`src/hdl/gcmd_pkg.sv`:
```
`default_nettype none
package gcmd_pkg;
    localparam int MAX_ROWS_DEF   = 64;
    localparam int MAX_COLS_DEF   = 64;
    localparam int COUNT_BITS_DEF = 16;
    localparam int SUM_W          = 48;

    localparam logic [2:0] REG_X_ORIGIN  = 3'd0;
    localparam logic [2:0] REG_Y_ORIGIN  = 3'd1;
    localparam logic [2:0] REG_X_CELL    = 3'd2;
    localparam logic [2:0] REG_Y_CELL    = 3'd3;
    localparam logic [2:0] REG_ROWS_USED = 3'd4;
    localparam logic [2:0] REG_COLS_USED = 3'd5;

    localparam logic OP_ACCUM = 1'b0;
    localparam logic OP_READ  = 1'b1;

    typedef struct packed {
        logic               opcode;
        logic signed [31:0] px;
        logic signed [31:0] py;
        logic signed [31:0] pz;
        logic [5:0]         read_row;
        logic [5:0]         read_col;
    } in_item_t;

    typedef struct packed {
        logic signed [31:0] mean_x;
        logic signed [31:0] mean_y;
        logic signed [31:0] mean_z;
        logic [15:0]        point_count;
        logic               occupied;
    } out_item_t;

    // Divider request and response.
    typedef struct packed {
        logic        start;
        logic [47:0] dividend;
        logic [47:0] divisor;
    } div_req_t;

    typedef struct packed {
        logic        done;
        logic [47:0] quotient;
    } div_rsp_t;
endpackage
`default_nettype wire

```
`src/hdl/gcmd_divider.sv`:
```
`default_nettype none
// Unsigned radix-2 restoring divider, one quotient bit per cycle.
module gcmd_divider (
    input  wire logic              clk,
    input  wire logic              rst_n,
    input  wire gcmd_pkg::div_req_t req,
    output gcmd_pkg::div_rsp_t     rsp
);
    logic [47:0] quo_reg;
    logic [47:0] rem_reg;
    logic [47:0] dvs_reg;
    logic [5:0]  cnt_reg;
    logic        busy_reg;
    logic        done_reg;
    logic [48:0] trial;

    assign trial = {rem_reg, quo_reg[47]} - {1'b0, dvs_reg};

    always_ff @(posedge clk or negedge rst_n)
    begin
        if (!rst_n)
        begin
            busy_reg <= 1'b0;
            done_reg <= 1'b0;
            cnt_reg  <= '0;
        end
        else
        begin
            done_reg <= 1'b0;
            if (req.start)
            begin
                busy_reg <= 1'b1;
                cnt_reg  <= 6'd48;
            end
            else if (busy_reg)
            begin
                cnt_reg <= cnt_reg - 6'd1;
                if (cnt_reg == 6'd1)
                begin
                    busy_reg <= 1'b0;
                    done_reg <= 1'b1;
                end
            end
        end
    end

    always_ff @(posedge clk)
    begin
        if (req.start)
        begin
            quo_reg <= req.dividend;
            rem_reg <= '0;
            dvs_reg <= req.divisor;
        end
        else if (busy_reg)
        begin
            if (!trial[48])
            begin
                rem_reg <= trial[47:0];
                quo_reg <= {quo_reg[46:0], 1'b1};
            end
            else
            begin
                rem_reg <= {rem_reg[46:0], quo_reg[47]};
                quo_reg <= {quo_reg[46:0], 1'b0};
            end
        end
    end

    assign rsp = {done_reg, quo_reg};
endmodule
`default_nettype wire

```
`config.mk`:
```
export PLATFORM = sky130hd
export DESIGN_NAME = gcmd_divider
export DESIGN_NICKNAME = d
export VERILOG_FILES = /design/src/hdl/gcmd_pkg.sv /design/src/hdl/gcmd_divider.sv
export SDC_FILE = /design/constraint.sdc
export NUM_CORES = 1
export LEC_CHECK = 0
export BUFFER_PORTS_ARGS = -buffer_cell sky130_fd_sc_hd__buf_2
export CAP_MARGIN = 30
export CORE_ASPECT_RATIO = 1.4
export CORE_UTILIZATION = 50
export DETAILED_ROUTE_END_ITERATION = 8
export PLACE_DENSITY = 0.72
export SYNTH_ARGS = -nofsm -noshare
export SYNTH_HDL_FRONTEND = slang
export SYNTH_SLANG_ARGS = --single-unit
export TNS_END_PERCENT = 30
```
`constraint.sdc`:
```
create_clock -name clk -period 8.5 [get_ports clk]
set_input_delay 0.425 -clock clk [delete_from_list [all_inputs] [get_ports clk]]
set_output_delay 0.425 -clock clk [all_outputs]
set_load 0.05 [all_outputs]
```
==> impl_metrics.json, run 1 <==
{
  "synth_compound_area_share_pct": 17.1,
  "ant_nets": 0,
  "die_h_um": 161,
  "syn_nets": 1083,
  "via_per_inst": 5.61,
  "dp_hpwl_mm": 14.9,
  "crit_family": "simple AND/OR/NAND/NOR gates",
  "synth_top_family_by_area": "compound AO/OA/AOI/OAI gates",
  "ir_drop_mv": 0.148,
  "ioPinCount": 148,
  "fin_nets": 1212,
  "synth_async_sr_flop_share_pct": 5.26,
  "min_period_ns": 3.73,
  "syn_avg_cell_area_um2": 9.65,
  "hold_class": "input port to register",
  "fillerInstances": 1526,
  "holdPathStages": 1,
  "ys_seq_elements": 152,
  "cts_resized": 0,
  "synth_fa_ha_area_share_pct": 7.17,
  "cts_setup_buffers": 0,
  "postCtsHoldBufs": 1,
  "clock_latency_ns": 0.44,
  "initial_core_util_pct": 51.6,
  "avgRoutedWirePerCell_um": 16.0,
  "yosysSeqAreaShare_pct": 44.9,
  "drv_slew": 0,
  "cp_slowest_cell": "or3_1",
  "muxShareOfSynthArea_pct": 6.79,
  "cts_root_buf": "clkbuf_16",
  "leakage_nw": 4.51,
  "register_area_mm2": 0.00405,
  "core_region_area_mm2": 0.0175,
  "area_growth_pct": 17.3,
  "first_pass_iters": 5,
  "clockBufferDepth": 2,
  "worst_pin_slew_ns": 0.883,
  "final_area_mm2": 0.0106,
  "pwr_density_cell_mw_per_mm2": 291,
  "gp_congestion": 0.877,
  "hold_viol": 0,
  "synth-edff-count": 96,
  "cts_buffers": 17,
  "setup_viol_count_final": 0,
  "fp.dieW_um": 115,
  "routed_wl_mm": 21.0,
  "reg2regPathDepth": 13,
  "cp_slowest_stage_delay_ns": 0.55,
  "fin_crit_sh_pct": 43.8,
  "relSlewSlack_pct": 41.1,
  "cp_num_buf_inv": 1,
  "syn_area_mm2": 0.00901,
  "drc": 0,
  "outcome": "finished clean",
  "report.power.total_mw": 3.07,
  "gr-usage-all-layers_pct": 23.9,
  "htree_levels": 4,
  "multi_input_area_mm2": 0.00453,
  "critPathRequiredTime_ns": 8.84,
  "drive_gt1_share_pct": 23.4,
  "dr.first_iter.drc_count": 336,
  "post_synth_num_cell_types": 69,
  "grt_start_max_net_pins": 75,
  "rows": 57,
  "placed_cell_area_mm2": 0.00991,
  "cp-start-kind": "register",
  "worst-path-stages": 13,
  "grt-ovfl-total": 0,
  "final.setup.tns_ns": 0,
  "antenna_cells": 0,
  "cap_viol_max_count": 0,
  "cts.clk_slew.worst_paths_ns": 0.07,
  "dpl_worst_slack_ns": 4.79,
  "syn_inst": 933,
  "dr_total_vias": 7360,
  "layout_setup_ws_ns": 4.77,
  "grt_antenna_before_repair": 0,
  "yosys.area_share.simple_pct": 15.0,
  "crit_path_start": "quo_reg[47]",
  "grt_pass1_vias": 7360,
  "path_class": "register to register",
  "cp_max_fo": 38,
  "rsz0062_at_grt": "no",
  "cts_tree": "yes",
  "worstHoldStart": "req[17]",
  "synth-xor-area-share_pct": 4.28,
  "cp_cell_sequence": "inv_1, ha_1, fa_1, nor2b_4, o31a_1, o211ai_2, o221ai_2, a21o_1, o21ai_1, nand3_1, nand2_2, or3_1, a311oi_1",
  "portBuffers": 147,
  "finClkSkew_ns": 0.0148,
  "grt_pass1_wl_mm": 34.7,
  "r2r_start": "quo_reg[47]",
  "endpoint_kind": "register",
  "whs_ns": 0.153,
  "dieArea_mm2": 0.0186,
  "max_freq_ghz": 0.268,
  "cts_sinks": 152,
  "cp.arrival_ns": 4.07,
  "synth_ff_type": "edfxtp_1",
  "yosys_warnings": 0
}
## layer usage
layer	track usage (%)	wire length [µm]
met3	4.87	872
met2	41.6	10900
met4	12.6	763
met1	27.1	8420
met5	0	0
## layout by cell type (no fill, tap or decap), types with 7 or more instances in the layout
| master | Yosys | routed |
|---|---|---|
| nor2_1 | 74 | 74 |
| nand2_1 | 124 | 124 |
| xnor2_1 | 26 | 26 |
| o21a_1 | 8 | 8 |
| o21bai_1 | 7 | 7 |
| nand4_1 | 10 | 10 |
| ha_1 | 50 | 50 |
| edfxtp_1 | 96 | 96 |
| inv_1 | 64 | 63 |
| nor3_1 | 15 | 15 |
| mux2_2 | 49 | 49 |
| buf_2 | 9 | 146 |
| a21o_1 | 17 | 17 |
| nor2b_1 | 10 | 10 |
| dfxtp_1 | 48 | 48 |
| nand3_1 | 16 | 16 |
| o21ai_0 | 45 | 45 |
| or3_1 | 7 | 7 |
| a311oi_1 | 31 | 31 |
| clkbuf_16 | 0 | 17 |
| a21oi_1 | 66 | 66 |
| xor2_1 | 18 | 18 |
| dfrtp_1 | 8 | 7 |
| nand2b_1 | 7 | 7 |
## synth_stat cells (5+ instances only)
cell type  number  area (µm²)
nor3_1         15        75.1
or3_1           7        43.8
a21o_1         17         128
nand2b_1        7        43.8
buf_2           9        45.0
dfxtp_1        48         961
clkbuf_1       27         101
o21a_1          8        60.1
a311oi_1       31         272
xnor2_1        26         228
o211ai_1        5        37.5
o21ai_0        45         225
o31a_1          6        52.6
nor2_1         74         278
dfrtp_1         8         200
mux2_2         49         552
buf_1           6        22.5
a21oi_1        66         330
a211oi_1        6        45.0
o21bai_1        7        52.6
and3_1          6        37.5
nand2_1       124         465
xor2_1         18         158
nand3_1        16        80.1
mux2i_1         6        60.1
inv_1          64         240
nor2b_1        10        62.6
a2bb2oi_1       5        43.8
ha_1           50         626
nand4_1        10        62.6
edfxtp_1       96        2880
## cell type report
type,count,share of cell area (%)
multi-input combinational,672,42.9
clock inverter,15,1.89
sequential,152,38.3
inverter,65,2.31
timing repair buffer,154,7.81
clock buffer,17,4.03
tap,236,2.79
## logic make-up after synthesis
group                    Yosys count
buffers and inverters            109
flip-flops                       152
XOR/XNOR                          44
AND/OR/NAND/NOR                  295
AO/OA/AOI/OAI                    227
adder cells (fa/ha/maj)           51
multiplexers                      55
## power by group
part / switching, mW / internal [mW]
logic: 0.774 / 0.490
clock network: 0.363 / 0.426
registers: 0.0962 / 0.921
## per-stage QoR
step / cells / util (%)
after global placement: 1276 / 56.6
final: 1311 / 60.5
after detailed placement: 1277 / 56.7
after global routing: 1311 / 60.5
after CTS: 1310 / 60.4
after floorplan: 933 / -
## path summary, 6_finish.rpt
| kind | slack, ns | to |
|---|---|---|
| setup reg to reg | 4.77 | rem_reg[3] |
| min in group asynchronous | 0.35 | cnt_reg[0] |
| hold reg to reg | 0.49 | rem_reg[31] |
| setup / recovery | 4.77 | rem_reg[3] |
| max in group asynchronous | 7.96 | busy_reg |
| hold / removal | 0.15 | dvs_reg[17] |
## worst register-to-register path: stages (launching register included)
cell      delay, ns
edfxtp_1       0.38
inv_1          0.06
ha_1           0.22
fa_1           0.43
nor2b_4        0.15
o31a_1         0.19
o211ai_2       0.13
o221ai_2       0.22
a21o_1         0.19
o21ai_1        0.12
nand3_1        0.21
nand2_2        0.52
or3_1          0.55
a311oi_1       0.27
Note: power is estimated with default switching activity, not from simulation.
==> run 2, diff against run 1 <==
clock period = 3.8 ns   (was 8.5 ns; I/O delays follow)
==> run 2 against run 1 <==
Against the previous run: cell count increased by 4.3%; clock-buffer cell count unchanged; largest cell class unchanged; utilization increased by 2.6 points; cell area increased by 4.3%; sequential cell count unchanged; die area unchanged; total power increased by 120%; sequential share of layout area decreased by 1.6 points.
==> impl_metrics.json, run 2 (synthesis gave the netlist of run 1 again) <==
{
  "cap_viol_max_count": 0,
  "pwr-share-clk_pct": 23.7,
  "pwr-share-seq_pct": 33.5,
  "grt_pass1_wl_mm": 35.1,
  "via_per_inst": 5.57,
  "routed_wl_mm": 21.8,
  "final.setup.tns_ns": 0,
  "die_h_um": 161,
  "grt_pass1_vias": 7497,
  "final_common_cell": "buf_2",
  "drv_slew": 0,
  "path_class": "register to register",
  "drc": 0,
  "area_growth_pct": 22.4,
  "avgRoutedWirePerCell_um": 15.9,
  "cp.arrival_ns": 3.72,
  "postCtsHoldBufs": 49,
  "portBuffers": 147,
  "ant_nets": 0,
  "rows": 57,
  "mostFrequentLayoutCells": "146 x buf_2, 124 x nand2_1, 96 x edfxtp_1, 74 x nor2_1, 66 x a21oi_1",
  "cp_slowest_cell": "fa_1",
  "fp.dieW_um": 115,
  "cts_root_buf": "clkbuf_16",
  "cts_setup_buffers": 0,
  "rrSetupSlack_ns": 0.41,
  "cts_sinks": 152,
  "cp_slowest_stage_delay_ns": 0.43,
  "rsz0062_at_grt": "no",
  "first_pass_iters": 5,
  "finClkSkew_ns": 0.00913,
  "p_switching_mw": 2.73,
  "clockBufferDepth": 2,
  "max_freq_ghz": 0.295,
  "holdPathStages": 2,
  "fin_crit_sh_pct": 89.3,
  "clock_latency_ns": 0.43,
  "cts_tree": "yes",
  "p_sw_share_pct": 40.1,
  "cp_max_fo": 22,
  "fin_nets": 1268,
  "setup_viol_count_final": 0,
  "comb_power_share_pct": 42.8,
  "cts.clk_slew.worst_paths_ns": 0.07,
  "dr_total_vias": 7608,
  "reg2regPathDepth": 14,
  "cp-start-kind": "register",
  "hold_class": "input port to register",
  "critPathRequiredTime_ns": 4.13,
  "endpoint_kind": "register",
  "dp_hpwl_mm": 15.4,
  "ioPinCount": 148,
  "instances_no_fill": 1367,
  "hold_viol": 0,
  "internal-power_mw": 4.07,
  "drive_gt1_share_pct": 22.8,
  "initial_core_util_pct": 51.6,
  "antenna_cells": 0,
  "relSlewSlack_pct": 49.5,
  "cts_resized": 0,
  "dpl.cell_count": 1286,
  "dr.first_iter.drc_count": 408,
  "htree_levels": 4,
  "cts_buffers": 17,
  "cp_cell_sequence": "inv_1, ha_1, fa_1, nor2b_4, o31a_1, o211ai_2, o221ai_2, a21o_1, o21a_1, nor3_2, nor2_4, buf_4, nand2_1, a311oi_1",
  "grt_start_max_net_pins": 87,
  "gp_congestion": 0.887,
  "core_region_area_mm2": 0.0175,
  "ir_drop_mv": 0.383,
  "min_period_ns": 3.39,
  "gr-usage-all-layers_pct": 24.3,
  "pwr_density_cell_mw_per_mm2": 617,
  "grt_antenna_before_repair": 0,
  "leakage_nw": 4.73,
  "outcome": "finished clean",
  "dieArea_mm2": 0.0186,
  "grt-ovfl-total": 0,
  "worst_pin_slew_ns": 0.757
}
==> run 2: area by class of cell <==
type	instances	area [µm²]
clock buffer	17	425
timing repair buffer	210	1350
clock inverter	15	135
inverter	65	244
tap	236	295
multi-input combinational	672	4530
sequential	152	4050
fill	1469	6450
==> run 2: per-layer routing <==
metal / GRT usage (%) / vias to the layer above / wire length, µm
li1: - / 3758 / -
met1: 27.0 / 3562 / 8700
met2: 43.7 / 232 / 11500
met3: 4.83 / 56 / 879
met4: 11.3 / 0 / 751
met5: 0 / - / 0
==> run 2: worst paths after layout <==
| check | start | end |
|---|---|---|
| worst min register to register | rem_reg[19] | rem_reg[19] |
| worst min-delay path | req[76] | quo_reg[28] |
| max in group asynchronous | rst_n | busy_reg |
| worst max-delay path | quo_reg[47] | rem_reg[21] |
| worst max register to register | quo_reg[47] | rem_reg[21] |
| min in group asynchronous | rst_n | done_reg |
==> run 2: stage by stage <==
step	util [%]	setup slack (ns)	power [mW]	hold WS (ns)	instance area (µm²)
5_1_grt	63.1	0.0979	7.22	0.0392	11000
6_report	63.1	0.407	6.80	0.0547	11000
2_1_floorplan	-	0.537	4.47	-0.106	9010
4_1_cts	63.1	0.386	6.81	0.0452	11000
3_5_place_dp	57.1	0.450	5.14	0.0475	9970
3_3_place_gp	57.1	0.586	5.10	0.0481	9970
==> run 2: worst max-delay path: cells and delay by family, from the launching register on <==
family / cells / cell delay [ns]
AO/OA/AOI/OAI: 6 / 1.25
adder cells (fa/ha/maj): 2 / 0.66
buffers and inverters: 2 / 0.42
flip-flops: 1 / 0.38
AND/OR/NAND/NOR: 4 / 0.57
==> run 2: power by group through the flow <==
| stage | Clock, mW | Combinational (mW) | Sequential (mW) |
|---|---|---|---|
| global route | 1.71 | 3.20 | 2.31 |
| floorplan | 0 | 2.01 | 2.46 |
| detailed placement | 0 | 2.84 | 2.30 |
| global placement | 0 | 2.80 | 2.30 |
| finish | 1.61 | 2.91 | 2.28 |
| CTS | 1.64 | 2.90 | 2.27 |
